### config.mk
export PLATFORM = sky130hd
export DESIGN_NAME = sha256_stream_hash_top
export DESIGN_NICKNAME = d
export VERILOG_FILES = /design/src/sha256_pkg.sv /design/src/sha256_stream_hash_top.sv
export SDC_FILE = /design/constraint.sdc
export NUM_CORES = 2
export LEC_CHECK = 0
export BUFFER_PORTS_ARGS = -buffer_cell sky130_fd_sc_hd__buf_2
export CAP_MARGIN = 5
export CORE_MARGIN = 8
export CORE_UTILIZATION = 50
export DETAILED_ROUTE_END_ITERATION = 8
export PLACE_DENSITY = 0.64
export SLEW_MARGIN = 5
export SYNTH_ARGS = -nofsm -noshare
export SYNTH_HDL_FRONTEND = slang
export SYNTH_SLANG_ARGS = --single-unit
### constraint.sdc
create_clock -name i_clk -period 16 [get_ports i_clk]
set_input_delay 0.8 -clock i_clk [delete_from_list [all_inputs] [get_ports i_clk]]
set_output_delay 0.8 -clock i_clk [all_outputs]
set_load 0.03 [all_outputs]
### src/sha256_pkg.sv
// ----------------------------------------------------------------------------
// sha256_pkg
// Constants, round table and mixing functions shared by the SHA-256 block
// ----------------------------------------------------------------------------
package sha256_pkg;

    // action codes of an input beat
    localparam logic [1:0] ACT_ABSORB     = 2'd0;
    localparam logic [1:0] ACT_ABSORB_FIN = 2'd1;
    localparam logic [1:0] ACT_FIN        = 2'd2;

    localparam logic [7:0] PAD_MARK = 8'h80;
    localparam logic [5:0] LEN_POS  = 6'd56;

    localparam logic [31:0] H_INIT [8] = '{
        32'h6a09e667, 32'hbb67ae85, 32'h3c6ef372, 32'ha54ff53a,
        32'h510e527f, 32'h9b05688c, 32'h1f83d9ab, 32'h5be0cd19
    };

    function automatic logic [31:0] round_k(input logic [5:0] t);
        logic [31:0] k;
        unique case (t)
            6'd0:  k = 32'h428a2f98;  6'd1:  k = 32'h71374491;
            6'd2:  k = 32'hb5c0fbcf;  6'd3:  k = 32'he9b5dba5;
            6'd4:  k = 32'h3956c25b;  6'd5:  k = 32'h59f111f1;
            6'd6:  k = 32'h923f82a4;  6'd7:  k = 32'hab1c5ed5;
            6'd8:  k = 32'hd807aa98;  6'd9:  k = 32'h12835b01;
            6'd10: k = 32'h243185be;  6'd11: k = 32'h550c7dc3;
            6'd12: k = 32'h72be5d74;  6'd13: k = 32'h80deb1fe;
            6'd14: k = 32'h9bdc06a7;  6'd15: k = 32'hc19bf174;
            6'd16: k = 32'he49b69c1;  6'd17: k = 32'hefbe4786;
            6'd18: k = 32'h0fc19dc6;  6'd19: k = 32'h240ca1cc;
            6'd20: k = 32'h2de92c6f;  6'd21: k = 32'h4a7484aa;
            6'd22: k = 32'h5cb0a9dc;  6'd23: k = 32'h76f988da;
            6'd24: k = 32'h983e5152;  6'd25: k = 32'ha831c66d;
            6'd26: k = 32'hb00327c8;  6'd27: k = 32'hbf597fc7;
            6'd28: k = 32'hc6e00bf3;  6'd29: k = 32'hd5a79147;
            6'd30: k = 32'h06ca6351;  6'd31: k = 32'h14292967;
            6'd32: k = 32'h27b70a85;  6'd33: k = 32'h2e1b2138;
            6'd34: k = 32'h4d2c6dfc;  6'd35: k = 32'h53380d13;
            6'd36: k = 32'h650a7354;  6'd37: k = 32'h766a0abb;
            6'd38: k = 32'h81c2c92e;  6'd39: k = 32'h92722c85;
            6'd40: k = 32'ha2bfe8a1;  6'd41: k = 32'ha81a664b;
            6'd42: k = 32'hc24b8b70;  6'd43: k = 32'hc76c51a3;
            6'd44: k = 32'hd192e819;  6'd45: k = 32'hd6990624;
            6'd46: k = 32'hf40e3585;  6'd47: k = 32'h106aa070;
            6'd48: k = 32'h19a4c116;  6'd49: k = 32'h1e376c08;
            6'd50: k = 32'h2748774c;  6'd51: k = 32'h34b0bcb5;
            6'd52: k = 32'h391c0cb3;  6'd53: k = 32'h4ed8aa4a;
            6'd54: k = 32'h5b9cca4f;  6'd55: k = 32'h682e6ff3;
            6'd56: k = 32'h748f82ee;  6'd57: k = 32'h78a5636f;
            6'd58: k = 32'h84c87814;  6'd59: k = 32'h8cc70208;
            6'd60: k = 32'h90befffa;  6'd61: k = 32'ha4506ceb;
            6'd62: k = 32'hbef9a3f7;  6'd63: k = 32'hc67178f2;
            default: k = 32'h0;
        endcase
        return k;
    endfunction

    function automatic logic [31:0] big_sigma0(input logic [31:0] x);
        return {x[1:0], x[31:2]} ^ {x[12:0], x[31:13]} ^ {x[21:0], x[31:22]};
    endfunction

    function automatic logic [31:0] big_sigma1(input logic [31:0] x);
        return {x[5:0], x[31:6]} ^ {x[10:0], x[31:11]} ^ {x[24:0], x[31:25]};
    endfunction

    function automatic logic [31:0] small_sigma0(input logic [31:0] x);
        return {x[6:0], x[31:7]} ^ {x[17:0], x[31:18]} ^ {3'b000, x[31:3]};
    endfunction

    function automatic logic [31:0] small_sigma1(input logic [31:0] x);
        return {x[16:0], x[31:17]} ^ {x[18:0], x[31:19]} ^ {10'd0, x[31:10]};
    endfunction

endpackage

### src/sha256_stream_hash_top.sv
// ----------------------------------------------------------------------------
// sha256_stream_hash_top
// Byte-serial SHA-256 hashing block with padding and digest readout
// ----------------------------------------------------------------------------
// Feed one message byte per input beat; a finishing beat pads the message and
// returns the digest as eight output beats, word 0 first, after which the
// block is ready for a new message. A byte that completes a 64-byte block
// starts a compression: 64 rounds through the single round unit, then the
// chaining add. A finish shifts the padding in one byte per cycle while no
// compression runs (up to 72 bytes, with one or two compressions), then
// holds the eight digest beats until they are taken. o_in_stall is high for
// all of that time.
// ----------------------------------------------------------------------------
module sha256_stream_hash_top
    import sha256_pkg::*;
(
    input  logic        i_clk,
    input  logic        i_rst_n,
    input  logic        i_in_valid,
    output logic        o_in_stall,
    input  logic [1:0]  i_action,
    input  logic [7:0]  i_data_byte,
    output logic        o_out_valid,
    input  logic        i_out_stall,
    output logic [31:0] o_digest_word,
    output logic [2:0]  o_word_index,
    output logic        o_last_word
);

    localparam logic [2:0] ST_IDLE  = 3'd0;
    localparam logic [2:0] ST_PAD   = 3'd1;
    localparam logic [2:0] ST_ROUND = 3'd2;
    localparam logic [2:0] ST_FINAL = 3'd3;
    localparam logic [2:0] ST_OUT   = 3'd4;

    logic [2:0]   r_state, n_state;
    logic [5:0]   r_fill,  n_fill;
    logic [63:0]  r_total, n_total;
    logic [511:0] r_blk,   n_blk;
    logic [31:0]  r_v     [8];
    logic [31:0]  n_v     [8];
    logic [31:0]  r_chain [8];
    logic [31:0]  n_chain [8];
    logic [5:0]   r_rnd,   n_rnd;
    logic         r_fin,   n_fin;
    logic         r_mark,  n_mark;
    logic         r_len,   n_len;
    logic [63:0]  r_bits,  n_bits;
    logic [2:0]   r_idx,   n_idx;

    logic         in_acc;
    logic         out_acc;
    logic         shift_en;
    logic [7:0]   shift_byte;
    logic [31:0]  t1, t2, w_new, ch, maj;

    assign o_in_stall    = (r_state != ST_IDLE);
    assign o_out_valid   = (r_state == ST_OUT);
    assign o_digest_word = r_chain[r_idx];
    assign o_word_index  = r_idx;
    assign o_last_word   = (r_idx == 3'd7);

    assign in_acc  = i_in_valid && !o_in_stall;
    assign out_acc = o_out_valid && !i_out_stall;

    // round unit and message schedule
    assign ch    = (r_v[4] & r_v[5]) ^ (~r_v[4] & r_v[6]);
    assign maj   = (r_v[0] & r_v[1]) ^ (r_v[0] & r_v[2]) ^ (r_v[1] & r_v[2]);
    assign t1    = r_v[7] + big_sigma1(r_v[4]) + ch + round_k(r_rnd) + r_blk[511:480];
    assign t2    = big_sigma0(r_v[0]) + maj;
    assign w_new = small_sigma1(r_blk[63:32]) + r_blk[223:192]
                 + small_sigma0(r_blk[479:448]) + r_blk[511:480];

    always_comb begin
        n_state    = r_state;
        n_fill     = r_fill;
        n_total    = r_total;
        n_blk      = r_blk;
        n_v        = r_v;
        n_chain    = r_chain;
        n_rnd      = r_rnd;
        n_fin      = r_fin;
        n_mark     = r_mark;
        n_len      = r_len;
        n_bits     = r_bits;
        n_idx      = r_idx;
        shift_en   = 1'b0;
        shift_byte = i_data_byte;

        unique case (r_state)
            ST_IDLE: begin
                if (in_acc) begin
                    unique case (i_action)
                        ACT_ABSORB: begin
                            shift_en = 1'b1;
                            n_total  = r_total + 64'd1;
                        end
                        ACT_ABSORB_FIN: begin
                            shift_en = 1'b1;
                            n_total  = r_total + 64'd1;
                            n_fin    = 1'b1;
                            n_state  = ST_PAD;
                        end
                        ACT_FIN: begin
                            n_fin   = 1'b1;
                            n_state = ST_PAD;
                        end
                        default: ;
                    endcase
                end
            end
            ST_PAD: begin
                shift_en = 1'b1;
                if (!r_mark) begin
                    shift_byte = PAD_MARK;
                    n_mark     = 1'b1;
                    n_bits     = {r_total[60:0], 3'b000};
                end else if (r_len || r_fill == LEN_POS) begin
                    shift_byte = r_bits[63:56];
                    n_bits     = {r_bits[55:0], 8'h00};
                    n_len      = 1'b1;
                end else begin
                    shift_byte = 8'h00;
                end
            end
            ST_ROUND: begin
                n_v[7] = r_v[6];
                n_v[6] = r_v[5];
                n_v[5] = r_v[4];
                n_v[4] = r_v[3] + t1;
                n_v[3] = r_v[2];
                n_v[2] = r_v[1];
                n_v[1] = r_v[0];
                n_v[0] = t1 + t2;
                n_blk  = {r_blk[479:0], w_new};
                n_rnd  = r_rnd + 6'd1;
                if (r_rnd == 6'd63) begin
                    n_state = ST_FINAL;
                end
            end
            ST_FINAL: begin
                for (int i = 0; i < 8; i++) begin
                    n_chain[i] = r_chain[i] + r_v[i];
                end
                if (!r_fin) begin
                    n_state = ST_IDLE;
                end else if (r_len) begin
                    n_state = ST_OUT;
                end else begin
                    n_state = ST_PAD;
                end
            end
            ST_OUT: begin
                if (out_acc) begin
                    n_idx = r_idx + 3'd1;
                    if (r_idx == 3'd7) begin
                        n_chain = H_INIT;
                        n_total = 64'd0;
                        n_fin   = 1'b0;
                        n_mark  = 1'b0;
                        n_len   = 1'b0;
                        n_state = ST_IDLE;
                    end
                end
            end
            default: n_state = ST_IDLE;
        endcase

        // full block starts a compression
        if (shift_en) begin
            n_blk  = {r_blk[503:0], shift_byte};
            n_fill = r_fill + 6'd1;
            if (r_fill == 6'd63) begin
                n_state = ST_ROUND;
                n_v     = r_chain;
                n_rnd   = 6'd0;
            end
        end
    end

    always_ff @(posedge i_clk) begin
        if (!i_rst_n) begin
            r_state <= ST_IDLE;
            r_fill  <= 6'd0;
            r_total <= 64'd0;
            r_chain <= H_INIT;
            r_rnd   <= 6'd0;
            r_fin   <= 1'b0;
            r_mark  <= 1'b0;
            r_len   <= 1'b0;
            r_idx   <= 3'd0;
        end else begin
            r_state <= n_state;
            r_fill  <= n_fill;
            r_total <= n_total;
            r_chain <= n_chain;
            r_rnd   <= n_rnd;
            r_fin   <= n_fin;
            r_mark  <= n_mark;
            r_len   <= n_len;
            r_idx   <= n_idx;
        end
    end

    always_ff @(posedge i_clk) begin
        r_blk  <= n_blk;
        r_v    <= n_v;
        r_bits <= n_bits;
    end

endmodule

==> out/results.ini <==
[outcome]
status = completed

[yosys]
synth.ff_latch_count = 1199
synthMuxAreaShare_pct = 3.57
synthAdderAreaFrac_pct = 11.5
synthArstFlopShare_pct = 0
ys_warn_count = 0
yosysMostFrequentCell = nand2_1
synthXorXnorAreaFrac_pct = 7.05
synth_edf_count = 573
synthSimpleGateAreaFrac_pct = 18.2
syn_area_per_cell_um2 = 8.54
synth_top_family_by_area = simple AND/OR/NAND/NOR gates
syn_nets = 9652
synth_area_leaders = edfxtp_1, dfxtp_1, nand2_1, ha_1, fa_1
netlist.area_leader.share_pct = 22.3
synth.distinct_cells = 98
synthesis.area_mm2 = 0.0772
synthFlopType = dfxtp_1
yosys-top-cells-count = nand2_1, nor2_1, dfxtp_1, edfxtp_1, inv_1
synth_largest_area_cell = edfxtp_1
synthCells = 9046
synth_seq_area_share_pct = 38.5
synth-compound-area-share_pct = 15.9

[cells_and_area]
fin_nets = 9390
final_cell_area_mm2 = 0.0837
drive_above_1_share_pct = 6.43
area.sequential_mm2 = 0.0297
finalCoreUtilization_pct = 54.5
multi_input_area_mm2 = 0.0436
syn_to_final_growth_pct = 8.37
fin_cells = 10900
nFillCells = 14100

[worst_setup_path]
worst-path-max-fanout = 7
cpMostUsedCell = inv_1
r2r_cells = 33
cpPeakStageDelay_ps = 910
criticalPathCategory = flip-flop to flip-flop
worstPathRequired_ps = 16660
r2r-end = r_v[253]
end_kind = flip-flop
r2r_slack_ps = 7550
slowest_stage = a2111oi_0
r2r-start = r_v[98]
crit_arrival_ps = 9110
cp-start-kind = flip-flop

[placed_design]
place_congestion = 0.996
portBuffers = 51
placed_cell_area_mm2 = 0.0788
hpwl_um = 184000
place_inst = 10700
pre_cts_slack_ps = 7680

[timing]
tightest_slew_ps = 1250
maxSlewHeadroom_pct = 16.9
hold_viol = 0
finClkSkew_ps = 62.3
finalSetupViolCount = 0
min_period_over_period_pct = 52.8
drv_slew = 0
fin_tns_setup_ps = 0
timing.fmax_mhz = 118
rsz0062_at_grt = no
period_minus_slack_ps = 8450
setup_slack_ps = 7550

[grt]
grt_max_degree = 214
grt-ovfl-total = 0
grt_first_pass_wirelength_um = 385000
grt_use_total_pct = 29.4
antenna_found_initial = 11
grt_pass1_vias = 62300

[clock_tree]
cts_buffer_depth = 3
cts_setup_buffers = 0
cts_buffers = 142
clk_latency_ps = 820
clock-root-buffer = clkbuf_16
cts_tree = built
ctsResizeCount = 0
hold_buffers = 0
cts.reportedPaths.clkPinSlew_ps = 60
htreeDepth = 4
clock-sinks = 1199

[floorplan]
rows = 144
coreArea_mm2 = 0.154
die_h_um = 409
die_w_um = 409
die_area_mm2 = 0.167
pin_count = 52
start_util_pct = 50.2

[min_path]
whs_endpoint = o_word_index[1]
min_path_cells = 4
worstHoldStart = i_out_stall
worstHoldPathType = input pin to flip-flop

[drt]
drt-initial-drc-count = 6715
drtAntennaViolNets = 0
drc = 0
vias = 65600
wl_um = 255000
viasPerCell = 6.00
dr.pass1.iters = 6
wire_per_inst_um = 23.3

[power]
leakagePower_nw = 34.9
powerDensity_mw_per_mm2 = 130
ir_worst_vdd_mv = 0.118

[flow_run]
max_cap_violations = 0

==> where the power goes <==
part           leakage [nW]  internal, mW  switching (mW)  total, mW
Sequential             10.6          3.62           0.199       3.82
Clock                  2.36          1.97            1.42       3.39
Combinational          21.9          1.44            2.27       3.71
==> kinds of logic after synthesis <==
group                    Yosys count
XOR/XNOR                         620
buffers and inverters           1064
AND/OR/NAND/NOR                 3406
multiplexers                     184
flip-flops                      1199
AO/OA/AOI/OAI                   1978
adder cells (fa/ha/maj)          595
==> through the flow <==
stage                     hold WS, ps  power, mW
after global placement            471       7.49
after floorplan                   449       6.55
after CTS                         290       10.9
after detailed placement          477       7.51
after global routing              324       11.5
final                             356       10.9
==> state kept, by name (all words and copies together) (netlist names), 3 cells and up, named ones only <==
| name | cells |
|---|---|
| r_blk | 512 |
| r_chain | 256 |
| r_v | 256 |
| r_bits | 61 |
| r_total | 61 |
| r_fill | 6 |
| r_rnd | 6 |
| o_word_index | 3 |
| r_state | 3 |
==> how the worst max path moves through the flow <==
stage / start / endpoint / slack [ps] / depth (start not counted)
2_1_floorplan: i_action[1] / r_blk[0] / 2040 / 7
3_3_place_gp: r_v[98] / r_v[253] / 7640 / 33
3_5_place_dp: r_v[98] / r_v[253] / 7680 / 33
4_1_cts: r_v[98] / r_v[253] / 7690 / 33
5_1_grt: r_v[98] / r_v[253] / 7180 / 30
6_report: r_v[98] / r_v[253] / 7550 / 33
==> cell usage in the layout (no fill, tap or decap), types with 37 or more instances in the layout <==
master / n
a211oi_1: 51
a21o_1: 189
a21oi_1: 494
a31oi_1: 270
and3_1: 42
buf_2: 50
buf_4: 79
clkbuf_16: 145
dfxtp_1: 622
edfxtp_1: 573
fa_1: 195
ha_1: 397
inv_1: 520
mux2_2: 92
mux4_2: 64
nand2_1: 2130
nand2b_1: 61
nand3_1: 159
nand4_1: 42
nor2_1: 673
nor2b_1: 55
nor3_1: 102
o211ai_1: 37
o21a_1: 64
o21ai_0: 507
o22ai_1: 53
xnor2_1: 360
xor2_1: 257
==> worst max-delay path, delay by kind of cell, from the launching register on <==
kind            cells  cell delay [ps]
compound gates     13             3720
fa+ha+maj           6             2600
flops               1              600
simple gates        6              580
xor+xnor            2              410
buf+inv             5              300
mux                 1              160
==> per-layer routing <==
metal,vias to the layer above,track usage [%],share of wire [%]
li1,30500,-,-
met5,-,0,0.027
met4,10,10.8,3.9
met2,2888,43.6,42
met3,486,6.69,9.5
met1,31700,42.0,44
==> final cells by class <==
type | count | area share [%]
flip-flops and latches | 1199 | 35.5
repair buffers | 133 | 1.10
clock buffers | 187 | 4.72
inverters | 525 | 2.36
diodes | 3 | 0.00897
multi-input cells | 6783 | 52.1
clock inverters | 65 | 1.15
well taps | 2044 | 3.06
No activity file was read; power rests on OpenSTA's default activity.
